## src/itoa_pkg.sv

```systemverilog
// ----------------------------------------------------------------------------
// itoa_pkg
// shared types, codes and the microcode table of the decimal text converter
// ----------------------------------------------------------------------------
package itoa_pkg;

  localparam int unsigned VALUE_BITS_DEF = 32;

  localparam logic [7:0] CH_MINUS = 8'd45;
  localparam logic [7:0] CH_ZERO  = 8'd48;

  // sequencer step codes
  localparam int unsigned STEP_W = 3;
  localparam logic [STEP_W-1:0] ST_IDLE   = 3'd0;
  localparam logic [STEP_W-1:0] ST_SIGN   = 3'd1;
  localparam logic [STEP_W-1:0] ST_DABBLE = 3'd2;
  localparam logic [STEP_W-1:0] ST_SKIP   = 3'd3;
  localparam logic [STEP_W-1:0] ST_EMIT   = 3'd4;

  typedef enum logic [2:0] {
    OP_NOP,
    OP_LOAD,
    OP_SIGN,
    OP_DABBLE,
    OP_SKIP,
    OP_EMIT
  } op_e;

  typedef enum logic [2:0] {
    C_TRUE,
    C_START,
    C_BITS,
    C_LEAD,
    C_MORE
  } cond_e;

  typedef struct packed {
    op_e               op;
    cond_e             cond;
    logic [STEP_W-1:0] tgt_t;
    logic [STEP_W-1:0] tgt_f;
  } ctrl_t;

  // datapath status seen by the sequencer
  typedef struct packed {
    logic start;
    logic bits_more;
    logic lead_zero;
    logic digits_more;
  } flags_t;

  function automatic ctrl_t ucode(input logic [STEP_W-1:0] step);
    ctrl_t w;
    case (step)
      ST_IDLE:   w = '{op: OP_LOAD,   cond: C_START, tgt_t: ST_SIGN,   tgt_f: ST_IDLE};
      ST_SIGN:   w = '{op: OP_SIGN,   cond: C_TRUE,  tgt_t: ST_DABBLE, tgt_f: ST_DABBLE};
      ST_DABBLE: w = '{op: OP_DABBLE, cond: C_BITS,  tgt_t: ST_DABBLE, tgt_f: ST_SKIP};
      ST_SKIP:   w = '{op: OP_SKIP,   cond: C_LEAD,  tgt_t: ST_SKIP,   tgt_f: ST_EMIT};
      ST_EMIT:   w = '{op: OP_EMIT,   cond: C_MORE,  tgt_t: ST_EMIT,   tgt_f: ST_IDLE};
      default:   w = '{op: OP_NOP,    cond: C_TRUE,  tgt_t: ST_IDLE,   tgt_f: ST_IDLE};
    endcase
    return w;
  endfunction

endpackage

```

## src/itoa_useq.sv

```systemverilog
// ----------------------------------------------------------------------------
// itoa_useq
// step counter over the microcode table, with conditional two-way jumps
// ----------------------------------------------------------------------------
module itoa_useq
  import itoa_pkg::*;
(
  input  logic   clk_i,
  input  logic   rst_ni,
  input  flags_t flags_i,
  output ctrl_t  ctrl_o,
  output logic   busy_o
);

  logic [STEP_W-1:0] step_q, step_d;
  logic              take;

  assign ctrl_o = ucode(step_q);
  assign busy_o = (step_q != ST_IDLE);

  always_comb begin
    case (ctrl_o.cond)
      C_TRUE:  take = 1'b1;
      C_START: take = flags_i.start;
      C_BITS:  take = flags_i.bits_more;
      C_LEAD:  take = flags_i.lead_zero;
      C_MORE:  take = flags_i.digits_more;
      default: take = 1'b0;
    endcase
    step_d = take ? ctrl_o.tgt_t : ctrl_o.tgt_f;
  end

  always_ff @(posedge clk_i or negedge rst_ni) begin
    if (!rst_ni) begin
      step_q <= ST_IDLE;
    end else begin
      step_q <= step_d;
    end
  end

endmodule

```

## src/signed_int_to_decimal_ascii.sv

```systemverilog
// ----------------------------------------------------------------------------
// signed_int_to_decimal_ascii
// signed integer to decimal ascii text, most significant character first
// ----------------------------------------------------------------------------
//
//  channel   signals                        direction  handshake
//  --------  -----------------------------  ---------  -----------------------
//  item in   start_i, busy_o, value_i       in         taken at start_i & !busy_o
//  chars out strobe_o, char_code_o, last_o  out        one cycle per char, no stall
//
// steps: accept, sign, VALUE_BITS double-dabble shifts, one skip per leading
//   zero digit plus one step to find the first digit, one emit per digit;
//   skips and emitted digits always add up to NUM_DIGITS
// busy_o stays high from the cycle after accept until the last character
//   has been handed to the output register
// reset clears the step counter, the bit counter and the strobe, and sets the digit counter to one
// the receiver cannot stall: every strobe is a delivered character
// ----------------------------------------------------------------------------
module signed_int_to_decimal_ascii
  import itoa_pkg::*;
#(
  parameter int unsigned VALUE_BITS = VALUE_BITS_DEF
) (
  input  logic                         clk_i,
  input  logic                         rst_ni,
  input  logic                         start_i,
  output logic                         busy_o,
  input  logic signed [VALUE_BITS-1:0] value_i,
  output logic                         strobe_o,
  output logic [7:0]                   char_code_o,
  output logic                         last_o
);

  // decimal digits of 2^(VALUE_BITS-1); 1233/4096 approximates log10(2)
  localparam int unsigned NUM_DIGITS = (((VALUE_BITS - 1) * 1233) >> 12) + 1;
  localparam int unsigned BCD_W      = 4 * NUM_DIGITS;
  localparam int unsigned BIT_W      = $clog2(VALUE_BITS);
  localparam int unsigned DIG_W      = $clog2(NUM_DIGITS + 1);

  ctrl_t  ctrl;
  flags_t flags;

  // datapath registers
  logic [VALUE_BITS-1:0] mag_q, mag_d;
  logic [BCD_W-1:0]      bcd_q, bcd_d;
  logic                  neg_q, neg_d;
  logic [BIT_W-1:0]      bcnt_q, bcnt_d;
  logic [DIG_W-1:0]      dcnt_q, dcnt_d;

  // output register
  logic       strobe_q, strobe_d;
  logic [7:0] char_q, char_d;
  logic       last_q, last_d;

  logic [BCD_W-1:0] bcd_adj;
  logic [3:0]       top_digit;
  logic             lead_zero;

  itoa_useq u_useq (
    .clk_i   (clk_i),
    .rst_ni  (rst_ni),
    .flags_i (flags),
    .ctrl_o  (ctrl),
    .busy_o  (busy_o)
  );

  assign top_digit = bcd_q[BCD_W-1 -: 4];
  // only skip zeros while more than one digit is left, so zero prints as '0'
  assign lead_zero = (top_digit == 4'd0) && (dcnt_q != DIG_W'(1));

  assign flags.start       = start_i;
  assign flags.bits_more   = (bcnt_q != '0);
  assign flags.lead_zero   = lead_zero;
  assign flags.digits_more = (dcnt_q != DIG_W'(1));

  // add-3 correction on each bcd digit before the shift
  always_comb begin
    for (int i = 0; i < NUM_DIGITS; i++) begin
      if (bcd_q[4*i +: 4] >= 4'd5) begin
        bcd_adj[4*i +: 4] = bcd_q[4*i +: 4] + 4'd3;
      end else begin
        bcd_adj[4*i +: 4] = bcd_q[4*i +: 4];
      end
    end
  end

  always_comb begin
    mag_d    = mag_q;
    bcd_d    = bcd_q;
    neg_d    = neg_q;
    bcnt_d   = bcnt_q;
    dcnt_d   = dcnt_q;
    strobe_d = 1'b0;
    char_d   = char_q;
    last_d   = last_q;
    case (ctrl.op)
      OP_LOAD: begin
        // magnitude of the most negative value still fits as unsigned
        neg_d  = value_i[VALUE_BITS-1];
        mag_d  = value_i[VALUE_BITS-1] ? (~value_i + 1'b1) : value_i;
        bcd_d  = '0;
        bcnt_d = BIT_W'(VALUE_BITS - 1);
        dcnt_d = DIG_W'(NUM_DIGITS);
      end
      OP_SIGN: begin
        strobe_d = neg_q;
        char_d   = CH_MINUS;
        last_d   = 1'b0;
      end
      OP_DABBLE: begin
        bcd_d  = {bcd_adj[BCD_W-2:0], mag_q[VALUE_BITS-1]};
        mag_d  = {mag_q[VALUE_BITS-2:0], 1'b0};
        bcnt_d = bcnt_q - 1'b1;
      end
      OP_SKIP: begin
        if (lead_zero) begin
          bcd_d  = {bcd_q[BCD_W-5:0], 4'd0};
          dcnt_d = dcnt_q - 1'b1;
        end
      end
      OP_EMIT: begin
        strobe_d = 1'b1;
        char_d   = CH_ZERO + {4'd0, top_digit};
        last_d   = (dcnt_q == DIG_W'(1));
        bcd_d    = {bcd_q[BCD_W-5:0], 4'd0};
        dcnt_d   = dcnt_q - 1'b1;
      end
      default: begin
      end
    endcase
  end

  // control state
  always_ff @(posedge clk_i or negedge rst_ni) begin
    if (!rst_ni) begin
      strobe_q <= 1'b0;
      bcnt_q   <= '0;
      dcnt_q   <= DIG_W'(1);
    end else begin
      strobe_q <= strobe_d;
      bcnt_q   <= bcnt_d;
      dcnt_q   <= dcnt_d;
    end
  end

  // payload
  always_ff @(posedge clk_i) begin
    mag_q  <= mag_d;
    bcd_q  <= bcd_d;
    neg_q  <= neg_d;
    char_q <= char_d;
    last_q <= last_d;
  end

  assign strobe_o    = strobe_q;
  assign char_code_o = char_q;
  assign last_o      = last_q;

  // an accepted item always makes the block busy next cycle
  a_accept_busy: assert property (@(posedge clk_i) disable iff (!rst_ni)
    start_i && !busy_o |=> busy_o)
    else $error("accepted item did not raise busy");

  // the final character ends the run: no character right behind it
  a_last_gap: assert property (@(posedge clk_i) disable iff (!rst_ni)
    strobe_o && last_o |=> !strobe_o)
    else $error("character emitted right after last");

  // a character seen while idle can only be the closing one of a run
  a_idle_last: assert property (@(posedge clk_i) disable iff (!rst_ni)
    strobe_o && !busy_o |-> last_o)
    else $error("non-final character while idle");

  // only a minus sign or a decimal digit is ever emitted
  a_char_code: assert property (@(posedge clk_i) disable iff (!rst_ni)
    strobe_o |-> (char_code_o == CH_MINUS) ||
                 ((char_code_o >= CH_ZERO) && (char_code_o <= CH_ZERO + 8'd9)))
    else $error("bad character code");

endmodule

```

## config.mk

```make
export PLATFORM = sky130hd
export DESIGN_NAME = signed_int_to_decimal_ascii
export DESIGN_NICKNAME = d
export VERILOG_FILES = /design/src/itoa_pkg.sv /design/src/itoa_useq.sv /design/src/signed_int_to_decimal_ascii.sv
export SDC_FILE = /design/constraint.sdc
export NUM_CORES = 1
export LEC_CHECK = 0
export CELL_PAD_IN_SITES_DETAIL_PLACEMENT = 1
export CELL_PAD_IN_SITES_GLOBAL_PLACEMENT = 2
export CORE_MARGIN = 2
export CORE_UTILIZATION = 44
export DETAILED_ROUTE_END_ITERATION = 10
export DONT_BUFFER_PORTS = 1
export PLACE_DENSITY_LB_ADDON = 0.1
export RECOVER_POWER = 50
export SLEW_MARGIN = 20
export SYNTH_ARGS = -nofsm -noshare
export SYNTH_HDL_FRONTEND = slang
export SYNTH_SLANG_ARGS = --single-unit
export TNS_END_PERCENT = 50
```

## constraint.sdc

```tcl
create_clock -name clk_i -period 11.2 [get_ports clk_i]
set_clock_uncertainty 0.05 [all_clocks]
set_input_delay 1.68 -clock clk_i [delete_from_list [all_inputs] [get_ports clk_i]]
set_output_delay 1.68 -clock clk_i [all_outputs]
set_load 0.005 [all_outputs]
```

## After elaboration in Yosys (flattened, before gate mapping)

Index checks and enable logic that the tools add are counted.

| cells by class | value |
|---|---|
| $add $sub $neg | 14 |
| magnitude comparators | 10 |
| equality and inequality tests | 16 |
| mux-type cells | 23 |
| bitwise operators | 1 |
| reduce and logical (&&, ||, !) cells | 12 |

Operator list:

| cell | count |
|---|---|
| $pmux 40 s4 | 1 |
| $pmux 32 s2 | 1 |
| $pmux 12 s5 | 1 |
| $ge 4x3->1 const B | 10 |
| $mux 4 | 10 |
| $mux 40 | 1 |
| $add 4x2->4 const B | 9 |
| $add 32x1->32 const B | 1 |
| $mux 32 | 1 |
| $not 32->32 | 1 |
| $eq 3x2->1 const B | 6 |
| $pmux 8 s2 | 1 |
| $eq 3x3->1 const B | 4 |
| $pmux 4 s3 | 1 |
| $pmux 5 s2 | 1 |
| $eq 3x1->1 const B | 3 |
| $add 6x4->7 const A | 1 |
| $logic_not 3->1 | 2 |
| $mux 3 | 2 |
| $reduce_bool 3->1 | 2 |
| $pmux 1 s5 | 1 |
| $reduce_bool 5->1 | 1 |
| $sub 5x1->5 const B | 1 |
| $eq 4x1->1 const B | 1 |
| 10 further kinds | 13 |

| word-level totals | value |
|---|---|
| flip-flop bits (word level) | 95 |
| input port bits | 35 |
| output and inout bits | 11 |
| logic and storage cells | 85 |

## Depth between registers and ports, before layout

Gate-level depths: netlist of run 1.

| depth | value |
|---|---|
| word-level depth | 5 |
| depth in mapped cells | 7 |
| mapped depth without buffers | 7 |

## Modules after synthesis

Synthesis of run 1 repeated with hierarchy kept, for this count alone.

| second synthesis, totals | value |
|---|---|
| cells, all modules | 569 |
| area, all modules | 5612.9 sq um |

By module, submodules not included:

| module | times used | cells each | area an instance (sq um) | seq. area each (sq um) |
|---|---|---|---|---|
| signed_int_to_decimal_ascii | 1 | 540 | 5342.6 | 2623.8 |
| itoa_useq | 1 | 29 | 270.3 | 75.1 |

## Least setup slack after synthesis of run 1

Ideal clock, no wire load.

| timing path | value |
|---|---|
| path kind | flip-flop to flip-flop |
| start | reg dcnt_q[1] |
| end | reg bcd_q[0], enable pin |
| setup time | 0.455 ns |
| arrival time | 3.023 ns |
| required time | 10.695 ns |
| path slack | 7.672 ns |
| cell stages (with the launch flop) | 7 |
| buffers on the path | 0 |
| period minus slack after synthesis | 3.528 ns |
| cells stage by stage | dfrtp_1 -> inv_1 -> ha_1 -> or3b_2 -> and3_1 -> nand2_1 -> a22oi_1 |

| on the way | value |
|---|---|
| cells in the longest elaborated chain, start to end | 4 |

Ends and longest elaborated chain:

| what | line | text |
|---|---|---|
| from (decl) | signed_int_to_decimal_ascii.sv:48 | `logic [DIG_W-1:0] dcnt_q, dcnt_d;` |
| from (signal assigned) | signed_int_to_decimal_ascii.sv:142 | `dcnt_q <= dcnt_d;` |
| $ne 4x1->1 | signed_int_to_decimal_ascii.sv:69 | `assign lead_zero = (top_digit == 4'd0) && (dcnt_q != DIG_W'(1));` |
| $logic_and 1x1->1 | signed_int_to_decimal_ascii.sv:69 |  |
| $ne 2x2->1 (no line) | n/a |  |
| $reduce_and 2->1 (no line) | n/a |  |
| to (signal assigned) | signed_int_to_decimal_ascii.sv:149 | `bcd_q <= bcd_d;` |
| to (decl) | signed_int_to_decimal_ascii.sv:45 | `logic [BCD_W-1:0] bcd_q, bcd_d;` |

Every way passes these cells.
A chain may end at the register's enable or synchronous reset.

## Worst setup path after layout of run 1

| timing path | value |
|---|---|
| start | reg u_useq.step_q[0] |
| end | reg bcd_q[20] (data pin) |

| on the way | value |
|---|---|
| cells in the longest elaborated chain, start to end | 4 |

Ends and longest elaborated chain:

| what | line | text |
|---|---|---|
| from (decl) | itoa_useq.sv:15 | `logic [STEP_W-1:0] step_q, step_d;` |
| from (signal assigned) | itoa_useq.sv:37 | `step_q <= step_d;` |
| $eq 3x3->1 (tied with other cells) | itoa_pkg.sv:54 | `case (step)` |
| $pmux 12 s5 (*) | itoa_pkg.sv:54 |  |
| $eq 3x3->1 (tied with other cells) | signed_int_to_decimal_ascii.sv:96 | `case (ctrl.op)` |
| $pmux 40 s4 (*) | signed_int_to_decimal_ascii.sv:96 |  |
| net bcd_d[20] | signed_int_to_decimal_ascii.sv:45 |  |

The timed path passes the listed nets; every way through them passes the cells marked *.

==> results of run 1 <==
[synth_stat cells (4+ instances only)]
master and instances:
o21ai_0 73, nand3_1 6, o21ai_1 6, o31ai_1 16
o41ai_1 6, nor4_1 4, nand2_1 75, nand2b_1 13
nor3b_1 14, dfrtp_1 12, clkbuf_1 15, buf_2 4
xor2_1 31, nor3_1 6, edfxtp_1 79, ha_1 25
a22oi_1 4, a21oi_1 44, and3_1 6, buf_1 4
nor2_1 32, xnor2_1 13, nor2b_1 4, or3_1 4
inv_1 29
[how the worst min path moves through the flow]
stage                    startpoint            endpoint  depth (start not counted)
detailed placement  neg_q$_DFFE_PP_  strobe_o$_DFF_PN0_                          1
floorplan           neg_q$_DFFE_PP_  strobe_o$_DFF_PN0_                          1
CTS                 neg_q$_DFFE_PP_  strobe_o$_DFF_PN0_                          1
global route        neg_q$_DFFE_PP_  strobe_o$_DFF_PN0_                          1
global placement    neg_q$_DFFE_PP_  strobe_o$_DFF_PN0_                          1
finish              neg_q$_DFFE_PP_  strobe_o$_DFF_PN0_                          1
[flip-flops by register name, summed over array words and instances, names as in the netlist]
signal	count
bcd_q	40
mag_q	32
bcnt_q	5
char_code_o	5
dcnt_q	4
u_useq.step_q	3
last_o	1
neg_q	1
strobe_o	1
[cell families after synthesis]
family	synth area share, %
AND/OR/NAND/NOR	16.4
AO/OA/AOI/OAI	17.7
flip-flops	48.8
buffers and inverters	4.02
XOR/XNOR	6.96
adder cells (fa/ha/maj)	5.65
other	0.136
multiplexers	0.384
[routing by layer]
layer  vias up  global-route usage (%)
li1       2009                       -
met1      1946                    26.2
met2        49                    31.7
met3        15                    4.98
met4         0                    7.22
met5         -                       0
[power by group]
part | internal [mW] | total (mW) | switching (mW)
clock network | 0.217 | 0.353 | 0.136
logic | 0.205 | 0.567 | 0.362
registers | 0.600 | 0.724 | 0.124
total | 1.02 | 1.64 | 0.622
[metrics by stage]
step | cells | setup slack (ps) | cell area, um^2 | hold slack (ps) | utilization [%]
2_1_floorplan | 567 | 7670 | 5540 | 391 | -
3_5_place_dp | 713 | 7490 | 5670 | 429 | 46.7
3_3_place_gp | 713 | 7590 | 5670 | 440 | 46.7
5_1_grt | 729 | 6530 | 6000 | 486 | 49.4
6_report | 729 | 7000 | 6000 | 445 | 49.4
4_1_cts | 729 | 7740 | 6010 | 452 | 49.5
[worst register-to-register path, delay by kind of cell, from the launching register on]
family	cells	cell delay, ps
AO/OA/AOI/OAI	2	170
flip-flops	1	570
buffers and inverters	2	1940
AND/OR/NAND/NOR	3	1290
[layout make-up]
cell class / count / area, um^2 / area share (%)
Tap cell: 168 / 210 / 3.50
Sequential cell: 92 / 2700 / 45.0
Inverter: 29 / 109 / 1.81
Timing Repair Buffer: 4 / 22.5 / 0.375
Multi-Input combinational cell: 420 / 2620 / 43.7
Clock buffer: 9 / 225 / 3.75
Clock inverter: 7 / 115 / 1.92
==> results.md, run 1 <==
* Outcome: finished with violations
* Failing checks: max-capacitance violations, max-slew violations
* Leak pwr at 2.18 nW
* Total gr overflow at 0
* Share of layout cells above drive strength 1 at 5.70%
* CTS tree: done
* Max-slew violations at 79
* Clock transition at path regs at 70 ps
* Critical Path RT at 11320 ps
* Vias/cell at 5.51
* Final hold violation count at 0
* WP data arrival at 4320 ps
* Worst-path maximum fanout at 41
* Port bufs at 0
* Synth area leader: edfxtp_1
* Standard-cell rows at 40
* WL/cell at 16.6 um
* Setup TNS at 0 ps
* Initial Util at 45.5%
* Critical path endpoint: bcd_q[20]$_DFFE_PP_
* First-pass GRT wire length at 20.9 mm
* Maxcap violations at 2
* Initial antenna violation count at 0
* Worst r2r path cells at 7
* Max-slew headroom at -54.2%
* Final setup fails at 0
* Synthesis Warnings at 0
* CTS Buf Count at 9
* Mapped Cells at 566
* Final layout net count at 616
* Synth unique cells at 53
* Top Layer Used: met4
* Vias in the first global route at 4260
* Clk Tree Root Cell: clkbuf_16
* Sequential share of the synthesized area at 48.8%
* Via count at 4019
* Total track usage at 19.8%
* R2R setup slack at 7000 ps
* DR WL met2 at 5.65 mm
* Fillers at 1369
* WL met1 at 5.74 mm
* Drt pass-1 iters at 4
* Hold buffers post-CTS at 0
* Top Ports at 46
* GP Congestion at 0.790
* Hold Crit Class: reg2reg
* CP endpoint kind: register
* Dominant cells by area after synthesis: edfxtp_1 (43%), o21ai_0 (6.6%), ha_1 (5.7%), dfrtp_1 (5.4%), nand2_1 (5.1%)
* # resized after CTS at 0
* Worst path slowest cell: clkbuf_1
* CTS HTree Levels at 3
* Ratio of final minimum period to clock period at 37.5%
* Post-synthesis async set-or-reset flop share at 14.1%
* Most frequent cells in the layout: edfxtp_1 (79), nand2_1 (75), o21ai_0 (73)
* Slew @ Worst Pin at 2310 ps
* Routed Antenna Nets at 0
* Leading cell type in the layout, fill and taps excluded: edfxtp_1
* Final min period at 4200 ps
* Largest net degree at the start of global routing at 59
* Worst path bufs/invs at 2
* Crit Path Category: reg2reg
* Clock Path Buffers at 2
* CTS sink cnt at 92
* Post-synth top area share at 42.9%
* Reg2reg start: u_useq.step_q[0]$_DFF_PN0_
* Mapped cell area at 5540 um^2
* Setup bufs post-CTS at 0
* DRC at 0
* Top_reg_cell synth: edfxtp_1
* Die Height at 116 um
* FF+latch count, synth at 92
* CP max stage delay at 1440 ps
* Critical Path Start Type: register
* Worst path top cell family by delay: buffers and inverters
* Wire length on met3 at 479 um
* Die area at 13500 um^2
* DRT iter0 DRCs at 234
* Pwr dens at 274 nW/um^2
* Area Overhead vs Synth at 8.43%
* Core box area at 12200 um^2
* Post-DP HPWL at 8.12 mm
* WP depth at 7
* VDD IR-drop max at 0.118 mV
* Maximum clock rate at 238 MHz
* R2R Path End: bcd_q[20]$_DFFE_PP_
* Total power at 1.64 mW
* Unrepaired setup endpoints after global routing: no
* Clock insertion delay at the later pin of the skew report at 350 ps
* Worst path cell trace: nor2_2 > clkbuf_1 > nand2_1 > buf_4 > nor4b_1 > o21ai_1 > o31ai_1
* # diodes at 0
* Post-synth EDFFs at 79
* Critical path startpoint: u_useq.step_q[0]$_DFF_PN0_
* Mean post-synth cell area at 9.78 um^2
* Die width at 116 um
* Post-Route WL at 12.1 mm
(Power assumes the default switching activity.)
==> run 2, diff against run 1 <==
- ABC_AREA: unset -> 1
- CORE_UTILIZATION: 44 -> 35
- clock period: 11.2 -> 3.36 ns (I/O delays scaled with it)
==> results.md, run 2 <==
* VDD IR-drop max at 0.379 mV (+220%)
* FF/Latch Area at 2700 um^2 (unchanged)
* Critical Path Start Type: register
* Die Height at 132 um (+14%)
* WL/cell at 15.5 um (-6.7%)
* CTS tree: done
* Post-synth top area share at 41.4% (-1.4 points)
* Top Ports at 46 (unchanged)
* Clock transition at path regs at 70 ps (about the same)
* Top Registers: bcd_q x40, mag_q x32
* DRC at 0 (unchanged)
* Worst r2r path cells at 8 (+1)
* Die width at 132 um (+14%)
* Post-synthesis compound-gate area fraction at 11.1% (-6.6 points)
* CP most frequent cell: nor2_1
* Worst path cell trace: nor2_1 > inv_1 > nor2_1 > nand2_2 > nand4_1 > inv_2 > a21oi_4 > buf_4
* Design area at 6180 um^2 (+2.9%)
* R2R Path End: bcd_q[21]$_DFFE_PP_
* Outcome: completed
* P_sw at 2.56 mW (+310%)
* Drt pass-1 iters at 4 (unchanged)
* Synthesis Warnings at 0 (unchanged)
* GP Congestion at 0.766 (-3.0%)
* Post-synthesis mux area share at 0% (-0.38 points)
* Standard-cell rows at 46 (+15%)
* Post-synth EDFFs at 79 (unchanged)
* Die area at 17400 um^2 (+29%)
* Most frequent cell after synthesis: nand2_1
* Unrepaired setup endpoints after global routing: no
* Leak pwr at 2.57 nW (+18%)
* Area taken by multi-input logic gates at 2560 um^2 (-2.4%)
* Post-DP HPWL at 10.3 mm (+27%)
* Via count at 4525 (+13%)
* Setup bufs post-CTS at 0 (unchanged)
* Initial antenna violation count at 0 (unchanged)
* WHS at 198 ps (-247 ps)
* Total power at 6.09 mW (+270%)
* Sequential share of the synthesized area at 47.1% (-1.6 points)
* Clock Path Buffers at 2 (unchanged)
* FF+latch count, synth at 92 (unchanged)
* Initial Util at 35.9% (-9.6 points)
* DRT iter0 DRCs at 203 (-13%)
* Reg2reg start: u_useq.step_q[1]$_DFF_PN0_
* Max FFs per register at 40 (unchanged)
* Synth Area in Adders at 5.46% (-0.19 points)
* Area Overhead vs Synth at 7.87%
* Port bufs at 0 (unchanged)
* Vias in the first global route at 4847 (+14%)
* Worst path slowest cell: buf_4
* Clock insertion delay at the later pin of the skew report at 350 ps (about the same)
* Final layout net count at 743 (+21%)
* WHS Endpoint: neg_q$_DFFE_PP_
* First-pass GRT wire length at 24.0 mm (+15%)
* Leading cell type in the layout, fill and taps excluded: nand2_1
* CTS sink cnt at 92 (unchanged)
* Post-Route WL at 14.0 mm (+16%)
* Top_reg_cell synth: edfxtp_1
* Final hold violation count at 0 (unchanged)
* Ratio of final minimum period to clock period at 76.2% (+39 points)
* XOR/XNOR share of the synthesized area at 3.21% (-3.8 points)
* Total track usage at 17.0% (-2.8 points)
* Pwr dens at 986 nW/um^2 (+260%)
* Worst-path maximum fanout at 40 (-2.4%)
* Maximum clock rate at 391 MHz (+64%)
* WP data arrival at 2500 ps (-1820 ps)
* Top Layer Used: met4
* Routed Antenna Nets at 0 (unchanged)
* HP Start: value_i[31]
* Most frequent cells in the layout: nand2_1 (175), inv_1 (82), edfxtp_1 (79)
* Total gr overflow at 0 (unchanged)
* Worst path bufs/invs at 3 (+1)
* Mapped Cells at 686 (+21%)
* Vias/cell at 5.01 (-9.2%)
* Final min period at 2560 ps (-1640 ps)
* Final setup fails at 0 (unchanged)
* Core box area at 15900 um^2 (+31%)
* Placed Area at 5930 um^2 (+4.4%)
* Mapped cell area at 5730 um^2 (+3.5%)
* R2R setup slack at 800 ps (-6200 ps)
* DR WL met2 at 6.56 mm (+16%)
* Hold Crit Class: in2reg
* Fillers at 1922 (+40%)
* Critical Path RT at 3300 ps (-8020 ps)
* Share of layout cells above drive strength 1 at 4.51% (-1.2 points)
* Wire length on met3 at 488 um (+1.9%)
* # diodes at 0 (unchanged)
* Clock power share at 16.7% (-4.8 points)
* P_int at 3.53 mW (+250%)
* WL met1 at 6.76 mm (+18%)
* Synth area leader: edfxtp_1
* Maxcap violations at 0 (-2)
* Crit Path Category: reg2reg
* Synth cell count leaders: nand2_1 (173), edfxtp_1 (79), inv_1 (79)
* Setup TNS at 0 ps (unchanged)
* Slew @ Worst Pin at 1290 ps (-1020 ps)
* Final design utilization at 38.7% (-11 points)
* WP depth at 8 (+1)
* Combinational power share at 42.4% (+7.9 points)
* Most flop-heavy register: bcd_q
* Dominant cells by area after synthesis: edfxtp_1 (41%), nand2_1 (11%), ha_1 (5.5%), dfrtp_1 (5.2%), inv_1 (5.2%)
* Synth Area in Simple Gates at 25.4% (+9.0 points)
* Max-slew violations at 0 (-100%)
* Clk Tree Root Cell: clkbuf_16
* Mean post-synth cell area at 8.35 um^2 (-15%)
* Hold Crit Depth at 0 (-1)
* CP max stage delay at 450 ps (-990 ps)
* CTS HTree Levels at 3 (unchanged)
* Synth unique cells at 41 (-23%)
* CTS Buf Count at 9 (unchanged)
* Post-synthesis async set-or-reset flop share at 14.1% (unchanged)
* Largest family of logic cells by synthesized area: simple AND/OR/NAND/NOR gates
* Switching part of the total at 42.0% (+4.1 points)
* Worst path top cell family by delay: simple AND/OR/NAND/NOR gates
* Max-slew headroom at 14.1% (+68 points)
* Largest net degree at the start of global routing at 69 (+17%)
* Part of the power in registers at 40.9% (-3.1 points)
* CP endpoint kind: register
[run 2: repair_timing]
item | CTS | global route
hold buffers | 1 | 0
gates resized for setup | 0 | 0
hold endpoints to repair | 13 | 0
[run 2: how the worst max path moves through the flow]
stage	startpoint	endpoint	slack (ps)
CTS	u_useq.step_q[1]$_DFF_PN0_	bcd_q[5]$_DFFE_PP_	1040
finish	u_useq.step_q[1]$_DFF_PN0_	bcd_q[21]$_DFFE_PP_	800
floorplan	u_useq.step_q[1]$_DFF_PN0_	bcd_q[0]$_DFFE_PP_	610
global placement	u_useq.step_q[1]$_DFF_PN0_	bcd_q[11]$_DFFE_PP_	1090
global route	u_useq.step_q[1]$_DFF_PN0_	bcd_q[15]$_DFFE_PP_	580
detailed placement	u_useq.step_q[1]$_DFF_PN0_	bcd_q[9]$_DFFE_PP_	1080
[run 2: per-stage QoR]
step           instances  setup slack, ps
6_report             904              801
3_3_place_gp         887             1090
4_1_cts              904             1040
5_1_grt              904              581
2_1_floorplan        687              606
3_5_place_dp         887             1080
[run 2: layout make-up]
class / instances / share of cell area (%)
Inverter: 85 / 5.17
Sequential cell: 92 / 43.7
Timing Repair Buffer: 5 / 0.587
Clock buffer: 15 / 4.68
Tap cell: 216 / 4.38
Multi-Input combinational cell: 490 / 41.4
Clock inverter: 1 / 0.0810
[run 2: worst reg2reg max path: cells and delay by family (launching register included)]
kind	cells	cell delay [ps]
compound gates	1	110
buf+inv	3	640
flops	1	420
simple gates	4	930
[run 2: per-layer routing]
metal	vias to the layer above	track usage, %
li1	2278	-
met5	-	0
met1	2181	22.0
met2	54	28.5
met3	12	3.65
met4	0	5.01
[run 2: cells by family after synthesis]
group | after synthesis
AOI/OAI and AO/OA | 111
xor gates and xnor gates | 21
adders and majority gates | 25
buffers and inverters | 105
DFF | 92
other | 2
and+or+nand+nor | 330
[run 2: power by group through the flow]
stage | clock network [mW] | registers, mW | logic (mW)
2_1_floorplan | 0 | 2.42 | 2.03
3_3_place_gp | 0 | 2.50 | 2.58
3_5_place_dp | 0 | 2.52 | 2.67
4_1_cts | 1.04 | 2.51 | 2.69
5_1_grt | 1.09 | 2.57 | 3.01
6_report | 1.02 | 2.49 | 2.58
